File: src/rtl/core/ptik_pkg.sv
// Shared types, constants and helper functions for the two-link planar IK block.
package ptik_pkg;

	// Default values of the top-level parameters.
	localparam int ANGLE_BITS_DEF = 16;
	localparam int FRAC_BITS_DEF  = 16;
	localparam int STEPS_DEF      = 16;

	// Fixed field widths.
	localparam int XY_W      = 18;
	localparam int LEN_W     = 17;
	localparam int ANG16_W   = 16;
	localparam int CFG_W     = 17;
	localparam int IDX_W     = 3;
	localparam int NUM_W     = 37;
	localparam int MAG_W     = 36;
	localparam int CORD_W    = 46;
	localparam int TABLE_N   = 24;
	localparam int NORM_BIT  = 40;
	localparam int COST_W    = 18;

	// Configuration register indexes.
	typedef enum logic [IDX_W-1:0] {
		REG_UPPER_LEN  = 3'd0,
		REG_LOWER_LEN  = 3'd1,
		REG_SHLDR_MIN  = 3'd2,
		REG_SHLDR_MAX  = 3'd3,
		REG_ELBOW_MIN  = 3'd4,
		REG_ELBOW_MAX  = 3'd5
	} cfg_reg_t;

	// Command to the divide / square-root unit.
	typedef struct packed {
		logic start;
		logic sqrt_mode;
	} ds_cmd_t;

	typedef enum logic [1:0] {DS_IDLE, DS_DIV, DS_SQRT, DS_DONE} ds_state_t;

	typedef enum logic [1:0] {CR_IDLE, CR_NORM, CR_ITER, CR_DONE} cr_state_t;

	// Order of the five atan2 runs of one transaction.
	typedef enum logic [2:0] {
		RUN_BASE  = 3'd0,
		RUN_T2_UP = 3'd1,
		RUN_T2_DN = 3'd2,
		RUN_C1_UP = 3'd3,
		RUN_C1_DN = 3'd4
	} run_t;

	typedef enum logic [4:0] {
		ST_IDLE, ST_XX, ST_YY, ST_L1, ST_L2, ST_LL, ST_DEN, ST_CHK1, ST_CHK2,
		ST_DIV, ST_DIVW, ST_CM2, ST_SQ, ST_SQW, ST_P, ST_Q, ST_QR,
		ST_COR, ST_CORW, ST_SEL, ST_UNR
	} ik_state_t;

	// atan(2^-i) as a fraction of a full turn, scaled by 2^32.
	function automatic logic [31:0] atan_turn(input logic [4:0] idx);
		logic [31:0] r;
		unique case (idx)
			5'd0:  r = 32'd536870912;
			5'd1:  r = 32'd316933406;
			5'd2:  r = 32'd167458907;
			5'd3:  r = 32'd85004756;
			5'd4:  r = 32'd42667331;
			5'd5:  r = 32'd21354465;
			5'd6:  r = 32'd10679838;
			5'd7:  r = 32'd5340245;
			5'd8:  r = 32'd2670163;
			5'd9:  r = 32'd1335087;
			5'd10: r = 32'd667544;
			5'd11: r = 32'd333772;
			5'd12: r = 32'd166886;
			5'd13: r = 32'd83443;
			5'd14: r = 32'd41722;
			5'd15: r = 32'd20861;
			5'd16: r = 32'd10430;
			5'd17: r = 32'd5215;
			5'd18: r = 32'd2608;
			5'd19: r = 32'd1304;
			5'd20: r = 32'd652;
			5'd21: r = 32'd326;
			5'd22: r = 32'd163;
			5'd23: r = 32'd81;
			default: r = 32'd0;
		endcase
		return r;
	endfunction

	// Clamp to the joint limits; crossed limits give the lower limit.
	function automatic logic signed [ANG16_W-1:0] clamp_angle(
		input logic signed [ANG16_W-1:0] v,
		input logic signed [ANG16_W-1:0] lo,
		input logic signed [ANG16_W-1:0] hi);
		logic signed [ANG16_W-1:0] r;
		r = v;
		if (r > hi) r = hi;
		if (r < lo) r = lo;
		return r;
	endfunction

	// Absolute wrapped distance between two binary angles.
	function automatic logic [ANG16_W:0] wrap_dist(
		input logic [ANG16_W-1:0] a,
		input logic [ANG16_W-1:0] prev);
		logic [ANG16_W-1:0] d;
		logic signed [ANG16_W:0] e;
		d = a - prev;
		e = $signed({d[ANG16_W-1], d});
		if (e < 0) e = -e;
		return $unsigned(e);
	endfunction

endpackage

File: src/rtl/core/ptik_divsqrt.sv
// Radix-2 restoring divider and bit-serial integer square root sharing one sequencer.
module ptik_divsqrt #(
	parameter int FRAC_BITS = ptik_pkg::FRAC_BITS_DEF
) (
	input  logic                                   clk,
	input  logic                                   arst_n,
	input  ptik_pkg::ds_cmd_t                      cmd,
	input  logic [ptik_pkg::MAG_W+FRAC_BITS:0]     div_num,
	input  logic [ptik_pkg::MAG_W-1:0]             div_den,
	input  logic [2*FRAC_BITS:0]                   sqrt_arg,
	output logic                                   done,
	output logic [FRAC_BITS+1:0]                   quotient,
	output logic [FRAC_BITS:0]                     root
);

	localparam int QW  = FRAC_BITS + 2;
	localparam int VW  = 2 * FRAC_BITS + 1;
	localparam int CNW = $clog2(QW + 1);
	localparam int MW  = ptik_pkg::MAG_W;

	ptik_pkg::ds_state_t state_q, state_d;
	logic [CNW-1:0] cnt_q;
	logic [MW-1:0]  rem_q;
	logic [MW-1:0]  den_q;
	logic [QW-1:0]  nlow_q;
	logic [QW-1:0]  quo_q;
	logic [VW:0]    v_q;
	logic [VW:0]    r_q;
	logic [VW:0]    bit_q;

	logic [MW:0]    trial;
	logic           ge;
	logic [VW:0]    rb;

	// Trial subtraction for division and trial sum for the square root.
	always_comb begin
		trial = {rem_q, nlow_q[QW-1]};
		ge    = trial >= {1'b0, den_q};
		rb    = r_q + bit_q;
	end

	// Next state.
	always_comb begin
		state_d = state_q;
		unique case (state_q)
			ptik_pkg::DS_IDLE: begin
				if (cmd.start) state_d = cmd.sqrt_mode ? ptik_pkg::DS_SQRT : ptik_pkg::DS_DIV;
			end
			ptik_pkg::DS_DIV, ptik_pkg::DS_SQRT: begin
				if (cnt_q == CNW'(1)) state_d = ptik_pkg::DS_DONE;
			end
			ptik_pkg::DS_DONE: state_d = ptik_pkg::DS_IDLE;
		endcase
	end

	// Outputs.
	always_comb begin
		done     = (state_q == ptik_pkg::DS_DONE);
		quotient = quo_q;
		root     = r_q[FRAC_BITS:0];
	end

	always_ff @(posedge clk or negedge arst_n) begin
		if (!arst_n) begin
			state_q <= ptik_pkg::DS_IDLE;
			cnt_q   <= '0;
		end else begin
			state_q <= state_d;
			if (state_q == ptik_pkg::DS_IDLE && cmd.start) begin
				cnt_q <= cmd.sqrt_mode ? CNW'(FRAC_BITS + 1) : CNW'(QW);
			end else if (state_q == ptik_pkg::DS_DIV || state_q == ptik_pkg::DS_SQRT) begin
				cnt_q <= cnt_q - CNW'(1);
			end
		end
	end

	// Datapath: one quotient bit or one root bit per cycle.
	always_ff @(posedge clk) begin
		if (state_q == ptik_pkg::DS_IDLE && cmd.start) begin
			rem_q  <= MW'(div_num >> QW);
			nlow_q <= div_num[QW-1:0];
			den_q  <= div_den;
			quo_q  <= '0;
			v_q    <= {1'b0, sqrt_arg};
			r_q    <= '0;
			bit_q  <= (VW+1)'(1) << (2 * FRAC_BITS);
		end else if (state_q == ptik_pkg::DS_DIV) begin
			rem_q  <= ge ? MW'(trial - {1'b0, den_q}) : MW'(trial);
			quo_q  <= {quo_q[QW-2:0], ge};
			nlow_q <= {nlow_q[QW-2:0], 1'b0};
		end else if (state_q == ptik_pkg::DS_SQRT) begin
			if (v_q >= rb) begin
				v_q <= v_q - rb;
				r_q <= (r_q >> 1) + bit_q;
			end else begin
				r_q <= r_q >> 1;
			end
			bit_q <= bit_q >> 2;
		end
	end

endmodule

File: src/rtl/core/ptik_cordic.sv
// Vectoring CORDIC atan2 with operand normalization, one rotation per cycle.
module ptik_cordic #(
	parameter int ANGLE_BITS = ptik_pkg::ANGLE_BITS_DEF,
	parameter int STEPS      = ptik_pkg::STEPS_DEF,
	parameter int IW         = 20
) (
	input  logic                  clk,
	input  logic                  arst_n,
	input  logic                  start,
	input  logic signed [IW-1:0]  y_in,
	input  logic signed [IW-1:0]  x_in,
	output logic                  done,
	output logic [ANGLE_BITS-1:0] angle
);

	localparam int CW    = ptik_pkg::CORD_W;
	localparam int NSTEP = (STEPS > ptik_pkg::TABLE_N) ? ptik_pkg::TABLE_N : STEPS;
	localparam logic [ANGLE_BITS-1:0] HALF    = ANGLE_BITS'(1) << (ANGLE_BITS - 1);
	localparam logic [ANGLE_BITS-1:0] QUARTER = ANGLE_BITS'(1) << (ANGLE_BITS - 2);
	localparam logic [31:0] TRND = 32'd1 << (31 - ANGLE_BITS);

	ptik_pkg::cr_state_t state_q, state_d;
	logic signed [CW-1:0]  x_q, y_q;
	logic [CW-1:0]         m_q;
	logic [ANGLE_BITS-1:0] ang_q;
	logic [4:0]            i_q;

	logic signed [CW-1:0]  xw, yw, ax, ay;
	logic                  special;
	logic signed [CW-1:0]  dx, dy;
	logic [31:0]           tfull;
	logic [ANGLE_BITS-1:0] t;

	// Operand preparation and one rotation step.
	always_comb begin
		xw      = CW'(x_in);
		yw      = CW'(y_in);
		ax      = (xw < 0) ? -xw : xw;
		ay      = (yw < 0) ? -yw : yw;
		special = (y_in == '0) || (x_in == '0);
		dx      = y_q >>> i_q;
		dy      = x_q >>> i_q;
		tfull   = (ptik_pkg::atan_turn(i_q) + TRND) >> (32 - ANGLE_BITS);
		t       = tfull[ANGLE_BITS-1:0];
	end

	// Next state.
	always_comb begin
		state_d = state_q;
		unique case (state_q)
			ptik_pkg::CR_IDLE: begin
				if (start) state_d = special ? ptik_pkg::CR_DONE : ptik_pkg::CR_NORM;
			end
			ptik_pkg::CR_NORM: begin
				if (m_q[CW-1:ptik_pkg::NORM_BIT] != '0) state_d = ptik_pkg::CR_ITER;
			end
			ptik_pkg::CR_ITER: begin
				if (i_q == 5'(NSTEP - 1)) state_d = ptik_pkg::CR_DONE;
			end
			ptik_pkg::CR_DONE: state_d = ptik_pkg::CR_IDLE;
		endcase
	end

	// Outputs.
	always_comb begin
		done  = (state_q == ptik_pkg::CR_DONE);
		angle = ang_q;
	end

	always_ff @(posedge clk or negedge arst_n) begin
		if (!arst_n) begin
			state_q <= ptik_pkg::CR_IDLE;
		end else begin
			state_q <= state_d;
		end
	end

	// Datapath.
	always_ff @(posedge clk) begin
		if (state_q == ptik_pkg::CR_IDLE && start) begin
			i_q <= '0;
			m_q <= (ax > ay) ? $unsigned(ax) : $unsigned(ay);
			if (y_in == '0) begin
				ang_q <= x_in[IW-1] ? HALF : '0;
			end else if (x_in == '0) begin
				ang_q <= y_in[IW-1] ? (ANGLE_BITS'(0) - QUARTER) : QUARTER;
			end else if (x_in[IW-1]) begin
				x_q   <= -xw;
				y_q   <= -yw;
				ang_q <= HALF;
			end else begin
				x_q   <= xw;
				y_q   <= yw;
				ang_q <= '0;
			end
		end else if (state_q == ptik_pkg::CR_NORM) begin
			// Scale up by powers of two until the larger magnitude reaches 2^40.
			if (m_q[CW-1:ptik_pkg::NORM_BIT-8] == '0) begin
				x_q <= x_q <<< 8;
				y_q <= y_q <<< 8;
				m_q <= m_q << 8;
			end else if (m_q[CW-1:ptik_pkg::NORM_BIT] == '0) begin
				x_q <= x_q <<< 1;
				y_q <= y_q <<< 1;
				m_q <= m_q << 1;
			end
		end else if (state_q == ptik_pkg::CR_ITER) begin
			if (y_q > 0) begin
				x_q   <= x_q + dx;
				y_q   <= y_q - dy;
				ang_q <= ang_q + t;
			end else begin
				x_q   <= x_q - dx;
				y_q   <= y_q + dy;
				ang_q <= ang_q - t;
			end
			i_q <= i_q + 5'd1;
		end
	end

endmodule

File: src/rtl/core/planar_two_link_ik_select.sv
// Top level: two-link planar IK with elbow-branch selection, sequenced over shared units.
// Each reachable target takes five atan2 runs in turn on the shared CORDIC unit.
// Input: a new target is taken only in idle, once the previous transaction has ended;
// the last result waits meanwhile.
// Reset: asynchronous, active low; config registers take defaults, stored angles zero.
module planar_two_link_ik_select #(
	parameter int ANGLE_BITS      = ptik_pkg::ANGLE_BITS_DEF,
	parameter int COORD_FRAC_BITS = ptik_pkg::FRAC_BITS_DEF,
	parameter int CORDIC_STEPS    = ptik_pkg::STEPS_DEF
) (
	input  logic                                clk,
	input  logic                                arst_n,
	input  logic                                in_valid,
	output logic                                in_stall,
	input  logic signed [ptik_pkg::XY_W-1:0]    target_x,
	input  logic signed [ptik_pkg::XY_W-1:0]    target_y,
	output logic                                out_valid,
	input  logic                                out_stall,
	output logic signed [ptik_pkg::ANG16_W-1:0] shoulder_angle,
	output logic signed [ptik_pkg::ANG16_W-1:0] elbow_angle,
	output logic                                reachable,
	output logic                                chose_elbow_down,
	input  logic                                cfg_write,
	input  logic [ptik_pkg::IDX_W-1:0]          cfg_index,
	input  logic [ptik_pkg::CFG_W-1:0]          cfg_data
);

	localparam int F    = COORD_FRAC_BITS;
	localparam int A    = ANGLE_BITS;
	localparam int XW   = ptik_pkg::XY_W;
	localparam int LW   = ptik_pkg::LEN_W;
	localparam int GW   = ptik_pkg::ANG16_W;
	localparam int MW   = ptik_pkg::MAG_W;
	localparam int NW   = ptik_pkg::NUM_W;
	localparam int AW   = (F + 1 > XW) ? F + 1 : XW;
	localparam int BW   = (F + 1 > 20) ? F + 1 : 20;
	localparam int PW   = AW + BW;
	localparam int IW   = (F + 2 > 20) ? F + 2 : 20;
	localparam int DNW  = MW + F + 1;
	localparam int VW   = 2 * F + 1;
	localparam int SH_DN = (A > GW) ? A - GW : 0;
	localparam int SH_UP = (A < GW) ? GW - A : 0;
	localparam logic [BW-1:0]  REACH_SCALE = BW'(1000000);
	localparam logic [F:0]     ONE    = (F+1)'(1) << F;
	localparam logic [VW-1:0]  ONE_SQ = VW'(1) << (2 * F);
	localparam logic [PW-1:0]  HALF_P = PW'(1) << (F - 1);
	localparam logic [A+16:0]  RND    = ((A+17)'(1) << SH_DN) >> 1;

	// Configuration registers.
	logic [LW-1:0]        l1_q, l2_q;
	logic signed [GW-1:0] smin_q, smax_q, emin_q, emax_q;

	// Sequencer and datapath registers.
	ptik_pkg::ik_state_t state_q, state_d;
	ptik_pkg::run_t      run_q;
	logic signed [XW-1:0] x_q, y_q;
	logic [XW-1:0]        ax_q, ay_q;
	logic [PW-1:0]        prod_q;
	logic signed [NW-1:0] acc_q;
	logic [MW-1:0]        mag_q, den_q;
	logic                 neg_q;
	logic [F:0]           cm_q, sm_q;
	logic [XW-1:0]        p_q, q_q;
	logic [A-1:0]         base_q, t2u_q, t2d_q, c1u_q, c1d_q;
	logic [GW-1:0]        spos_q, epos_q;

	// Output register.
	logic                 out_valid_q, reach_q, down_q;
	logic [GW-1:0]        sh_out_q, el_out_q;

	// Combinational signals.
	logic [AW-1:0]        mul_a;
	logic [BW-1:0]        mul_b;
	logic signed [NW-1:0] prod_s;
	logic [MW:0]          diff;
	ptik_pkg::ds_cmd_t    ds_cmd;
	logic [DNW-1:0]       div_num;
	logic [VW-1:0]        sqrt_arg;
	logic                 ds_done, cr_done, cr_start;
	logic [F+1:0]         quotient;
	logic [F:0]           root;
	logic signed [IW-1:0] cr_y, cr_x;
	logic [A-1:0]         cr_angle;
	logic signed [IW-1:0] cv, k1;
	logic signed [GW-1:0] a1u, a2u, a1d, a2d;
	logic [ptik_pkg::COST_W-1:0] cost_u, cost_d;
	logic                 down;
	logic                 out_free;

	// Binary angle of ANGLE_BITS to 16 bits, rounded half up.
	function automatic logic [GW-1:0] to16(input logic [A-1:0] a);
		logic [A+16:0] w;
		w = (A+17)'(a);
		if (A >= GW) w = (w + RND) >> SH_DN;
		else w = w << SH_UP;
		return w[GW-1:0];
	endfunction

	ptik_divsqrt #(.FRAC_BITS(F)) u_divsqrt (
		.clk      (clk),
		.arst_n   (arst_n),
		.cmd      (ds_cmd),
		.div_num  (div_num),
		.div_den  (den_q),
		.sqrt_arg (sqrt_arg),
		.done     (ds_done),
		.quotient (quotient),
		.root     (root)
	);

	ptik_cordic #(.ANGLE_BITS(A), .STEPS(CORDIC_STEPS), .IW(IW)) u_cordic (
		.clk    (clk),
		.arst_n (arst_n),
		.start  (cr_start),
		.y_in   (cr_y),
		.x_in   (cr_x),
		.done   (cr_done),
		.angle  (cr_angle)
	);

	// Unit operands and reach-test difference.
	always_comb begin
		prod_s   = $signed({1'b0, prod_q[NW-2:0]});
		diff     = {1'b0, mag_q} - {1'b0, den_q};
		div_num  = {mag_q, {F{1'b0}}, 1'b0} >> 1;
		div_num  = div_num + DNW'(den_q >> 1);
		sqrt_arg = ONE_SQ - prod_q[VW-1:0];
		cv       = neg_q ? -IW'($signed({1'b0, cm_q})) : IW'($signed({1'b0, cm_q}));
		k1       = neg_q ? IW'($signed({1'b0, l1_q})) - IW'($signed({1'b0, p_q}))
		                 : IW'($signed({1'b0, l1_q})) + IW'($signed({1'b0, p_q}));
		out_free = !out_valid_q || !out_stall;
	end

	// atan2 operand selection for the current run.
	always_comb begin
		unique case (run_q)
			ptik_pkg::RUN_BASE: begin
				cr_y = IW'(y_q);
				cr_x = IW'(x_q);
			end
			ptik_pkg::RUN_T2_UP: begin
				cr_y = IW'($signed({1'b0, sm_q}));
				cr_x = cv;
			end
			ptik_pkg::RUN_T2_DN: begin
				cr_y = -IW'($signed({1'b0, sm_q}));
				cr_x = cv;
			end
			ptik_pkg::RUN_C1_UP: begin
				cr_y = IW'($signed({1'b0, q_q}));
				cr_x = k1;
			end
			ptik_pkg::RUN_C1_DN: begin
				cr_y = -IW'($signed({1'b0, q_q}));
				cr_x = k1;
			end
			default: begin
				cr_y = '0;
				cr_x = '0;
			end
		endcase
	end

	// Branch wrap, clamp and cost; the lower cost wins, a tie goes to elbow-up.
	always_comb begin
		a1u    = ptik_pkg::clamp_angle($signed(to16(base_q - c1u_q)), smin_q, smax_q);
		a1d    = ptik_pkg::clamp_angle($signed(to16(base_q - c1d_q)), smin_q, smax_q);
		a2u    = ptik_pkg::clamp_angle($signed(to16(t2u_q)), emin_q, emax_q);
		a2d    = ptik_pkg::clamp_angle($signed(to16(t2d_q)), emin_q, emax_q);
		cost_u = ptik_pkg::COST_W'(ptik_pkg::wrap_dist(a1u, spos_q))
		       + ptik_pkg::COST_W'(ptik_pkg::wrap_dist(a2u, epos_q));
		cost_d = ptik_pkg::COST_W'(ptik_pkg::wrap_dist(a1d, spos_q))
		       + ptik_pkg::COST_W'(ptik_pkg::wrap_dist(a2d, epos_q));
		down   = cost_d < cost_u;
	end

	// Sequencer next state.
	always_comb begin
		state_d = state_q;
		unique case (state_q)
			ptik_pkg::ST_IDLE: if (in_valid) state_d = ptik_pkg::ST_XX;
			ptik_pkg::ST_XX:   state_d = ptik_pkg::ST_YY;
			ptik_pkg::ST_YY:   state_d = ptik_pkg::ST_L1;
			ptik_pkg::ST_L1:   state_d = ptik_pkg::ST_L2;
			ptik_pkg::ST_L2:   state_d = ptik_pkg::ST_LL;
			ptik_pkg::ST_LL:   state_d = ptik_pkg::ST_DEN;
			ptik_pkg::ST_DEN:  state_d = ptik_pkg::ST_CHK1;
			ptik_pkg::ST_CHK1: begin
				priority if (den_q == '0) state_d = ptik_pkg::ST_UNR;
				else if (mag_q <= den_q) state_d = ptik_pkg::ST_DIV;
				else if (diff[MW-1:17] != '0) state_d = ptik_pkg::ST_UNR;
				else state_d = ptik_pkg::ST_CHK2;
			end
			ptik_pkg::ST_CHK2: begin
				state_d = (prod_q <= PW'(den_q)) ? ptik_pkg::ST_DIV : ptik_pkg::ST_UNR;
			end
			ptik_pkg::ST_DIV:  state_d = ptik_pkg::ST_DIVW;
			ptik_pkg::ST_DIVW: if (ds_done) state_d = ptik_pkg::ST_CM2;
			ptik_pkg::ST_CM2:  state_d = ptik_pkg::ST_SQ;
			ptik_pkg::ST_SQ:   state_d = ptik_pkg::ST_SQW;
			ptik_pkg::ST_SQW:  if (ds_done) state_d = ptik_pkg::ST_P;
			ptik_pkg::ST_P:    state_d = ptik_pkg::ST_Q;
			ptik_pkg::ST_Q:    state_d = ptik_pkg::ST_QR;
			ptik_pkg::ST_QR:   state_d = ptik_pkg::ST_COR;
			ptik_pkg::ST_COR:  state_d = ptik_pkg::ST_CORW;
			ptik_pkg::ST_CORW: begin
				if (cr_done) begin
					state_d = (run_q == ptik_pkg::RUN_C1_DN) ? ptik_pkg::ST_SEL
					                                        : ptik_pkg::ST_COR;
				end
			end
			ptik_pkg::ST_SEL, ptik_pkg::ST_UNR: if (out_free) state_d = ptik_pkg::ST_IDLE;
			default: state_d = ptik_pkg::ST_IDLE;
		endcase
	end

	// Sequencer outputs: multiplier operands and unit starts.
	always_comb begin
		mul_a     = '0;
		mul_b     = '0;
		ds_cmd    = '0;
		cr_start  = 1'b0;
		in_stall  = (state_q != ptik_pkg::ST_IDLE);
		unique case (state_q)
			ptik_pkg::ST_XX: begin
				mul_a = AW'(ax_q);
				mul_b = BW'(ax_q);
			end
			ptik_pkg::ST_YY: begin
				mul_a = AW'(ay_q);
				mul_b = BW'(ay_q);
			end
			ptik_pkg::ST_L1: begin
				mul_a = AW'(l1_q);
				mul_b = BW'(l1_q);
			end
			ptik_pkg::ST_L2: begin
				mul_a = AW'(l2_q);
				mul_b = BW'(l2_q);
			end
			ptik_pkg::ST_LL: begin
				mul_a = AW'(l1_q);
				mul_b = BW'(l2_q);
			end
			ptik_pkg::ST_CHK1: begin
				mul_a = AW'(diff[16:0]);
				mul_b = REACH_SCALE;
			end
			ptik_pkg::ST_DIV: begin
				ds_cmd.start = 1'b1;
			end
			ptik_pkg::ST_CM2: begin
				mul_a = AW'(cm_q);
				mul_b = BW'(cm_q);
			end
			ptik_pkg::ST_SQ: begin
				ds_cmd.start     = 1'b1;
				ds_cmd.sqrt_mode = 1'b1;
			end
			ptik_pkg::ST_P: begin
				mul_a = AW'(l2_q);
				mul_b = BW'(cm_q);
			end
			ptik_pkg::ST_Q: begin
				mul_a = AW'(l2_q);
				mul_b = BW'(sm_q);
			end
			ptik_pkg::ST_COR: begin
				cr_start = 1'b1;
			end
			default: begin
				mul_a = '0;
			end
		endcase
	end

	// Control state: sequencer, run counter, stored angles, output handshake, configuration.
	always_ff @(posedge clk or negedge arst_n) begin
		if (!arst_n) begin
			state_q     <= ptik_pkg::ST_IDLE;
			run_q       <= ptik_pkg::RUN_BASE;
			spos_q      <= '0;
			epos_q      <= '0;
			out_valid_q <= 1'b0;
			l1_q        <= LW'(11469);
			l2_q        <= LW'(6554);
			smin_q      <= 16'sh8000;
			smax_q      <= 16'sh7FFF;
			emin_q      <= 16'sh8000;
			emax_q      <= 16'sh7FFF;
		end else begin
			state_q <= state_d;
			if (state_q == ptik_pkg::ST_QR) begin
				run_q <= ptik_pkg::RUN_BASE;
			end else if (state_q == ptik_pkg::ST_CORW && cr_done) begin
				run_q <= ptik_pkg::run_t'(run_q + 3'd1);
			end
			if (state_q == ptik_pkg::ST_SEL && out_free) begin
				spos_q <= down ? a1d : a1u;
				epos_q <= down ? a2d : a2u;
			end
			if ((state_q == ptik_pkg::ST_SEL || state_q == ptik_pkg::ST_UNR) && out_free) begin
				out_valid_q <= 1'b1;
			end else if (!out_stall) begin
				out_valid_q <= 1'b0;
			end
			if (cfg_write) begin
				case (cfg_index)
					ptik_pkg::REG_UPPER_LEN: l1_q   <= cfg_data;
					ptik_pkg::REG_LOWER_LEN: l2_q   <= cfg_data;
					ptik_pkg::REG_SHLDR_MIN: smin_q <= $signed(cfg_data[GW-1:0]);
					ptik_pkg::REG_SHLDR_MAX: smax_q <= $signed(cfg_data[GW-1:0]);
					ptik_pkg::REG_ELBOW_MIN: emin_q <= $signed(cfg_data[GW-1:0]);
					ptik_pkg::REG_ELBOW_MAX: emax_q <= $signed(cfg_data[GW-1:0]);
					default: ;
				endcase
			end
		end
	end

	// Datapath registers.
	always_ff @(posedge clk) begin
		prod_q <= mul_a * mul_b;
		unique case (state_q)
			ptik_pkg::ST_IDLE: begin
				x_q  <= target_x;
				y_q  <= target_y;
				ax_q <= target_x[XW-1] ? XW'(-target_x) : XW'(target_x);
				ay_q <= target_y[XW-1] ? XW'(-target_y) : XW'(target_y);
			end
			ptik_pkg::ST_YY: acc_q <= prod_s;
			ptik_pkg::ST_L1: acc_q <= acc_q + prod_s;
			ptik_pkg::ST_L2: acc_q <= acc_q - prod_s;
			ptik_pkg::ST_LL: acc_q <= acc_q - prod_s;
			ptik_pkg::ST_DEN: begin
				den_q <= {prod_q[MW-2:0], 1'b0};
				mag_q <= acc_q[NW-1] ? MW'(-acc_q) : MW'(acc_q);
				neg_q <= acc_q[NW-1];
			end
			ptik_pkg::ST_DIVW: begin
				if (ds_done) cm_q <= (quotient > {1'b0, ONE}) ? ONE : quotient[F:0];
			end
			ptik_pkg::ST_SQW: begin
				if (ds_done) sm_q <= root;
			end
			ptik_pkg::ST_Q:  p_q <= XW'((prod_q + HALF_P) >> F);
			ptik_pkg::ST_QR: q_q <= XW'((prod_q + HALF_P) >> F);
			ptik_pkg::ST_CORW: begin
				if (cr_done) begin
					unique case (run_q)
						ptik_pkg::RUN_BASE:  base_q <= cr_angle;
						ptik_pkg::RUN_T2_UP: t2u_q  <= cr_angle;
						ptik_pkg::RUN_T2_DN: t2d_q  <= cr_angle;
						ptik_pkg::RUN_C1_UP: c1u_q  <= cr_angle;
						ptik_pkg::RUN_C1_DN: c1d_q  <= cr_angle;
						default: ;
					endcase
				end
			end
			ptik_pkg::ST_SEL: begin
				if (out_free) begin
					sh_out_q <= down ? a1d : a1u;
					el_out_q <= down ? a2d : a2u;
					reach_q  <= 1'b1;
					down_q   <= down;
				end
			end
			ptik_pkg::ST_UNR: begin
				if (out_free) begin
					sh_out_q <= spos_q;
					el_out_q <= epos_q;
					reach_q  <= 1'b0;
					down_q   <= 1'b0;
				end
			end
			default: ;
		endcase
	end

	assign out_valid        = out_valid_q;
	assign shoulder_angle   = $signed(sh_out_q);
	assign elbow_angle      = $signed(el_out_q);
	assign reachable        = reach_q;
	assign chose_elbow_down = down_q;

	// A new result appears only out of the final selection states.
	a_result_source: assert property (@(posedge clk) disable iff (!arst_n)
		$rose(out_valid_q) |-> $past(state_q == ptik_pkg::ST_SEL || state_q == ptik_pkg::ST_UNR))
		else $error("result raised outside the selection states");

	// An unreachable result never reports the elbow-down branch.
	a_unreach_branch: assert property (@(posedge clk) disable iff (!arst_n)
		(out_valid_q && !reach_q) |-> !down_q)
		else $error("unreachable result flags elbow-down");

	// A pending result always shows the stored joint angles.
	a_out_matches_state: assert property (@(posedge clk) disable iff (!arst_n)
		out_valid_q |-> (sh_out_q == spos_q && el_out_q == epos_q))
		else $error("pending result differs from stored angles");

endmodule
File: config.mk
export PLATFORM = sky130hd
export DESIGN_NAME = planar_two_link_ik_select
export DESIGN_NICKNAME = d
export VERILOG_FILES = /design/src/rtl/core/ptik_pkg.sv /design/src/rtl/core/ptik_divsqrt.sv /design/src/rtl/core/ptik_cordic.sv /design/src/rtl/core/planar_two_link_ik_select.sv
export SDC_FILE = /design/constraint.sdc
export NUM_CORES = 2
export LEC_CHECK = 0
export ABC_AREA = 1
export BUFFER_PORTS_ARGS = -buffer_cell sky130_fd_sc_hd__buf_4
export CAP_MARGIN = 10
export CORE_MARGIN = 5
export CORE_UTILIZATION = 56
export CTS_CLUSTER_DIAMETER = 60
export DETAILED_ROUTE_END_ITERATION = 12
export GPL_TIMING_DRIVEN = 0
export PLACE_DENSITY_LB_ADDON = 0.25
export SYNTH_ARGS = -nofsm -noshare
export SYNTH_HDL_FRONTEND = slang
export SYNTH_SLANG_ARGS = --single-unit
export TNS_END_PERCENT = 100
File: constraint.sdc
create_clock -name clk -period 21.5 [get_ports clk]
set_clock_uncertainty 0.1 [all_clocks]
set_input_delay 6.45 -clock clk [delete_from_list [all_inputs] [get_ports clk]]
set_output_delay 6.45 -clock clk [all_outputs]
set_load 0.03 [all_outputs]
-- Yosys cells after proc, flatten, opt, wreduce, memory -nomap -nowiden
Memory sizes are Yosys's and may differ from the RTL's. A register that Yosys moved wholly into a read port is not among the register bits.
Index checks and enable logic that the tools add are counted.
- register bits after elaboration: 902
- ROM bits: 960
- input bits: 61
- output and inout bits: 36
- word-level logic and storage cells: 355
- memories: 1
- add/subtract/negate cells: 42
- multipliers: 1
- order comparisons: 22
- equal/unequal tests: 55
- shifts and indexed selects: 2
- mux-type cells: 110
- bitwise logic cells: 2
- reductions and logical operators: 68
- memory list (name ; words ; bits a word ; rd ports ; clocked after Yosys merged registers in ; write ports ; RTL line ; source):
    (name not given) ; 32 ; 30 ; 1 ; 1 ; 0 ; ptik_pkg.sv:60 ; unique case (idx)
- operators by type and width (cell ; number):
    $mux 46 ; 25
    $mux 16 ; 22
    $pmux 20 s7 ; 1
    $mux 33 ; 4
    $sub 16x16->16 ; 7
    $pmux 37 s3 ; 1
    $pmux 18 s6 ; 1
    $mux 17 ; 6
    $pmux 20 s5 ; 1
    $pmux 5 s20 ; 1
    $add 46x46->46 ; 2
    $neg 20->46 ; 2
    $sshr 46x5->46 ; 2
    $sub 46x46->46 ; 2
    $mux 36 ; 2
    $sub 36x36->36 ; 2
    $mux 35 ; 2
    $neg 16->17 ; 4
    $mux 5 ; 13
    $gt 16x16->1 ; 4
    $lt 16x1->1 const B ; 4
    $lt 16x16->1 ; 4
    $pmux 16 s2 ; 2
    $pmux 20 s3 ; 1
    other kinds (74) ; 187

-- Depth between registers and ports, before layout
- word-level depth: 13
- depth in mapped cells: 87
- mapped depth without buffers: 82

-- Cells and area by module
From an unflattened synthesis, not the netlist that was laid out.
- cell total of the unflattened synthesis: 14332
- area total of the unflattened synthesis: 99862.0 um^2
- by module, submodules not included (module ; instances ; cells an instance ; area each (um^2) ; sequential area each (um^2)):
    planar_two_link_ik_select ; 1 ; 7135 ; 55102.8 ; 15198.3
    ptik_cordic ; 1 ; 4590 ; 27538.9 ; 5074.9
    ptik_divsqrt ; 1 ; 2607 ; 17220.3 ; 5260.0

-- Worst setup path before layout
Ideal clock, no wire load.
- path kind: reg2out
- start: register state_q[2]
- end: output in_stall
- arrival: 4.943 ns
- data required time: 14.950 ns
- setup slack: 10.007 ns
- cell stages (with the launch flop): 8
- path buffers: 1
- cells stage by stage: dfrtp_1 nor2_1 inv_1 nor2_1 clkbuf_1 inv_1 nor2_1 inv_1
- longest elaborated chain between the ends: 1
- ends and longest elaborated chain (element ; RTL line ; source):
    from (decl) ; planar_two_link_ik_select.sv:54 ; ptik_pkg::ik_state_t state_q, state_d;
    from (signal assigned) ; planar_two_link_ik_select.sv:280 ; state_q <= ptik_pkg::ST_IDLE;
    from (signal assigned) ; planar_two_link_ik_select.sv:292 ; state_q <= state_d;
    $reduce_bool 5->1 ; planar_two_link_ik_select.sv:223 ; in_stall = (state_q != ptik_pkg::ST_IDLE);
    to (decl) ; planar_two_link_ik_select.sv:14 ; output logic in_stall,
Every way passes these cells.

-- Final worst setup path
- start: register base_q[0]
- end: register el_out_q[0], in the netlist elbow_angle[0] (data pin)
- longest elaborated chain between the ends: 13
- elaborated cells between the ends (all ways): 24
- those cells by class: 8 x add/sub; 7 x order compare; 9 x mux
- ends and longest elaborated chain (element ; RTL line ; source):
    from (decl) ; planar_two_link_ik_select.sv:64 ; logic [A-1:0] base_q, t2u_q, t2d_q, c1u_q, c1d_q;
    from (signal assigned) ; planar_two_link_ik_select.sv:351 ; ptik_pkg::RUN_BASE: base_q <= cr_angle;
    $sub 16x16->16 (on tied branches) ; planar_two_link_ik_select.sv:167, planar_two_link_ik_select.sv:166 ;
    $gt 16x16->1 ; ptik_pkg.sv:97 ; if (r > hi) r = hi;
    $mux 16 ; ptik_pkg.sv:97 ;
    $lt 16x16->1 ; ptik_pkg.sv:98 ; if (r < lo) r = lo;
    $mux 16 ; ptik_pkg.sv:98 ;
    $sub 16x16->16 ; ptik_pkg.sv:108 ; d = a - prev;
    $neg 16->17 / $lt 16x1->1 (equally long branches) ; ptik_pkg.sv:110 ; if (e < 0) e = -e;
    $mux 17 ; ptik_pkg.sv:110 ;
    $add 17x17->18 (on tied branches) ; planar_two_link_ik_select.sv:173, planar_two_link_ik_select.sv:171 ;
    $lt 18x18->1 * ; planar_two_link_ik_select.sv:174 ; down = cost_d < cost_u;
    $mux 16 * ; planar_two_link_ik_select.sv:363 ; el_out_q <= down ? a2d : a2u;
    $mux 16 * ; planar_two_link_ik_select.sv:361 ; if (out_free) begin
    $pmux 16 s2 * ; planar_two_link_ik_select.sv:324 ; unique case (state_q)
    to (signal assigned) ; planar_two_link_ik_select.sv:363 ;
    to (signal assigned) ; planar_two_link_ik_select.sv:371 ; el_out_q <= epos_q;
    to (decl) ; planar_two_link_ik_select.sv:69 ; logic [GW-1:0] sh_out_q, el_out_q;
Every way passes the cells marked *; elsewhere a longest branch is shown, timed or not. The select of a mux whose other input is x is not followed.
A chain may end at the register's enable or synchronous reset.

==> qor.yml <==
slowest_stage: "o21ai_0"
vias: 99400
gr-total-overflow: 0
cp_top_family: "simple AND/OR/NAND/NOR gates"
grt_pass1_wl_mm: 580
maxSlewViolCount: 0
synthAdderAreaFrac_pct: 17.6
rsz0062_at_grt: "no"
grt_max_degree: 89
cpPeakStageDelay_ns: 0.69
crit_type: "reg -> reg"
syn_inst: 13400
yosys.area.top_type_share_pct: 19.9
ys.flop_type: "edfxtp_1"
routabilityCongestion: 1.12
insertion_delay_ns: 0.81
path_buf_inv: 13
drc_errors: 0
hold_start: "den_q[15]$_DFFE_PP_"
drv_cap: 0
nNetsFinal: 15000
worstPathRequired_ns: 21.90
cts_tree: "done"
io_pins: 97
holdPathEnd: "u_divsqrt.den_q[15]$_DFFE_PP_"
reg2reg_depth: 78
crit_fanout: 10
cp-start-kind: "flip-flop"
maxSlewHeadroom_pct: 7.63
synth_cell_types: 81
die_area_mm2: 0.180
clock-sinks: 915
yosysSeqAreaShare_pct: 26.5
timing.rr.start: "base_q[0]$_DFFE_PP_"
synth-xor-area-share_pct: 5.66
synth_top_family_by_area: "simple AND/OR/NAND/NOR gates"
fillers: 15900
hold_viol: 0
ant_nets: 0
holdPathStages: 0
path_clk_slew_ns: 0.07
postCtsSetupRepairBufs: 0
dp_hpwl_mm: 325
yosys.area_share.simple_pct: 23.9
cts-root-buf: "clkbuf_16"
cts_resized: 0
setup_viol: 0
placed_area_mm2: 0.100
clk_path_buf_depth: 3
firstDrtPassIters: 9
setup_tns_ns: 0
start_util_pct: 56.2
drive_gt1_share_pct: 4.78
hold_path.class: "reg -> reg"
worst_pin_slew_ns: 1.39
holdBufCountCts: 0
syn2layout_area_growth_pct: 8.69
core_area_mm2: 0.171
synth.largest_area_cell: "edfxtp_1"
port_buffers: 96
max_freq_mhz: 65.3
design_area_mm2: 0.104
drtIter0Drc: 12600
rows: 152
register_area_mm2: 0.0255
synth.avg_cell_area_um2: 7.15
viasPerCell: 6.18
grt.total_usage_pct: 42.4
r2r-end: "elbow_angle[0]$_DFFE_PP_"
multi_input_area_mm2: 0.0616
syn_area_mm2: 0.0961
async_flop_share_pct: 16.2
wl_per_cell_um: 24.7
synth_seq_cells: 915
wl_mm: 396
synth_edf_count: 638
synth_area_leaders: "edfxtp_1, nand2_1, ha_1"
status: "finished, final reports clean"
crit_top_cell: "nand2_1"
grt_pass1_vias: 93800
post-route-period-util_pct: 71.3
ff2ff_setup_slack_ns: 6.18
die_x_um: 424
antenna_found_initial: 12
htreeDepth: 3
ys_warn_count: 0
fin_crit_ns: 15.32
synth_mux_area_share_pct: 0.687
cts_buffers: 115
synth_compound_area_share_pct: 16.1
cp_data_arrival_time_ns: 15.72
end_kind: "flip-flop"
chipHeight_um: 424
kinds of logic (layout without fill, tap and decap cells):
logic type      count (synthesis)  in the layout
xor+xnor                      621            621
compound gates               2781           2781
fa+ha+maj                    1166           1166
buf+inv                      2383           2733
flops                         915            915
mux                            66             66
other cells                     1             36
simple gates                 5516           5516
worst reg2reg max path: cells and delay by family (launching register included):
family	cells	cell delay [ns]
compound gates	22	4.57
xor+xnor	2	0.39
fa+ha+maj	7	2.25
buf+inv	13	2.63
flops	1	0.32
simple gates	34	4.75
stage by stage:
stage | setup WS [ns] | util (%) | hold slack [ns] | instances
global route | 5.12 | 61.0 | 0.380 | 16100
detailed placement | 6.80 | 58.6 | 0.339 | 15800
global placement | 6.98 | 58.3 | 0.338 | 15800
floorplan | 10.01 | - | 0.324 | 13500
finish | 6.18 | 61.0 | 0.356 | 16100
CTS | 6.73 | 61.0 | 0.355 | 16100
per-layer routing:
metal / vias to the layer above / GRT usage, % / wire length [um]
li1: 45200 / - / -
met1: 46500 / 52.9 / 149000
met2: 6165 / 65.1 / 168000
met3: 1449 / 9.01 / 41800
met4: 6 / 31.4 / 37100
met5: - / 0 / 28
Yosys cell counts, types with 129 or more instances:
master and count:
inv_1 1945, xnor2_1 186, nor3_1 159, nor2_1 1104, nand3_1 697, ha_1 861, fa_1 305, dfxtp_1 129
edfxtp_1 638, nand4_1 137, nand2_1 3150, a21oi_1 961, xor2_1 435, o21ai_0 1026, clkbuf_1 287, o21ai_1 180
layout by cell type (no fill, tap or decap), types with 180 or more instances in the layout:
cell / count
a21oi_1: 959
clkbuf_1: 295
edfxtp_1: 638
fa_1: 305
ha_1: 861
inv_1: 1945
nand2_1: 3148
nand3_1: 697
nor2_1: 1093
o21ai_0: 1026
o21ai_1: 180
xnor2_1: 186
xor2_1: 435
layout make-up:
cell class,instances,area share (%)
well taps,2233,2.67
plain buffers,409,1.71
repair buffers,130,1.23
multi-input cells,10200,59.0
inverters,1974,7.09
flip-flops and latches,915,24.4
diodes,4,0.00958
clock buffers,129,2.86
clock inverters,91,1.01
sequential cells by signal, summed over array words and instances, names as in the netlist, 18 cells and up, named ones only:
name                flops
p_q                    18
prod_q                 38
den_q                  35
u_divsqrt.rem_q        36
u_divsqrt.nlow_q       18
u_cordic.m_q           46
u_cordic.x_q           46
u_divsqrt.r_q          34
mag_q                  36
x_q                    18
u_divsqrt.quotient     18
acc_q                  37
y_q                    18
u_divsqrt.v_q          34
u_cordic.y_q           46
u_divsqrt.den_q        35
q_q                    18
how the worst max path moves through the flow:
stage / start / slack [ns] / cells after the start / endpoint
6_report: base_q[0]$_DFFE_PP_ / 6.18 / 78 / elbow_angle[0]$_DFFE_PP_
5_1_grt: base_q[2]$_DFFE_PP_ / 5.12 / 79 / elbow_angle[0]$_DFFE_PP_
4_1_cts: base_q[0]$_DFFE_PP_ / 6.73 / 79 / elbow_angle[0]$_DFFE_PP_
3_5_place_dp: base_q[0]$_DFFE_PP_ / 6.80 / 78 / elbow_angle[0]$_DFFE_PP_
3_3_place_gp: base_q[2]$_DFFE_PP_ / 6.98 / 79 / elbow_angle[0]$_DFFE_PP_
2_1_floorplan: state_q[2]$_DFFE_PN0P_ / 10.01 / 7 / in_stall
Power is not shown: default switching activity piles up to over one toggle a cycle in this logic, so the estimate is an artifact.
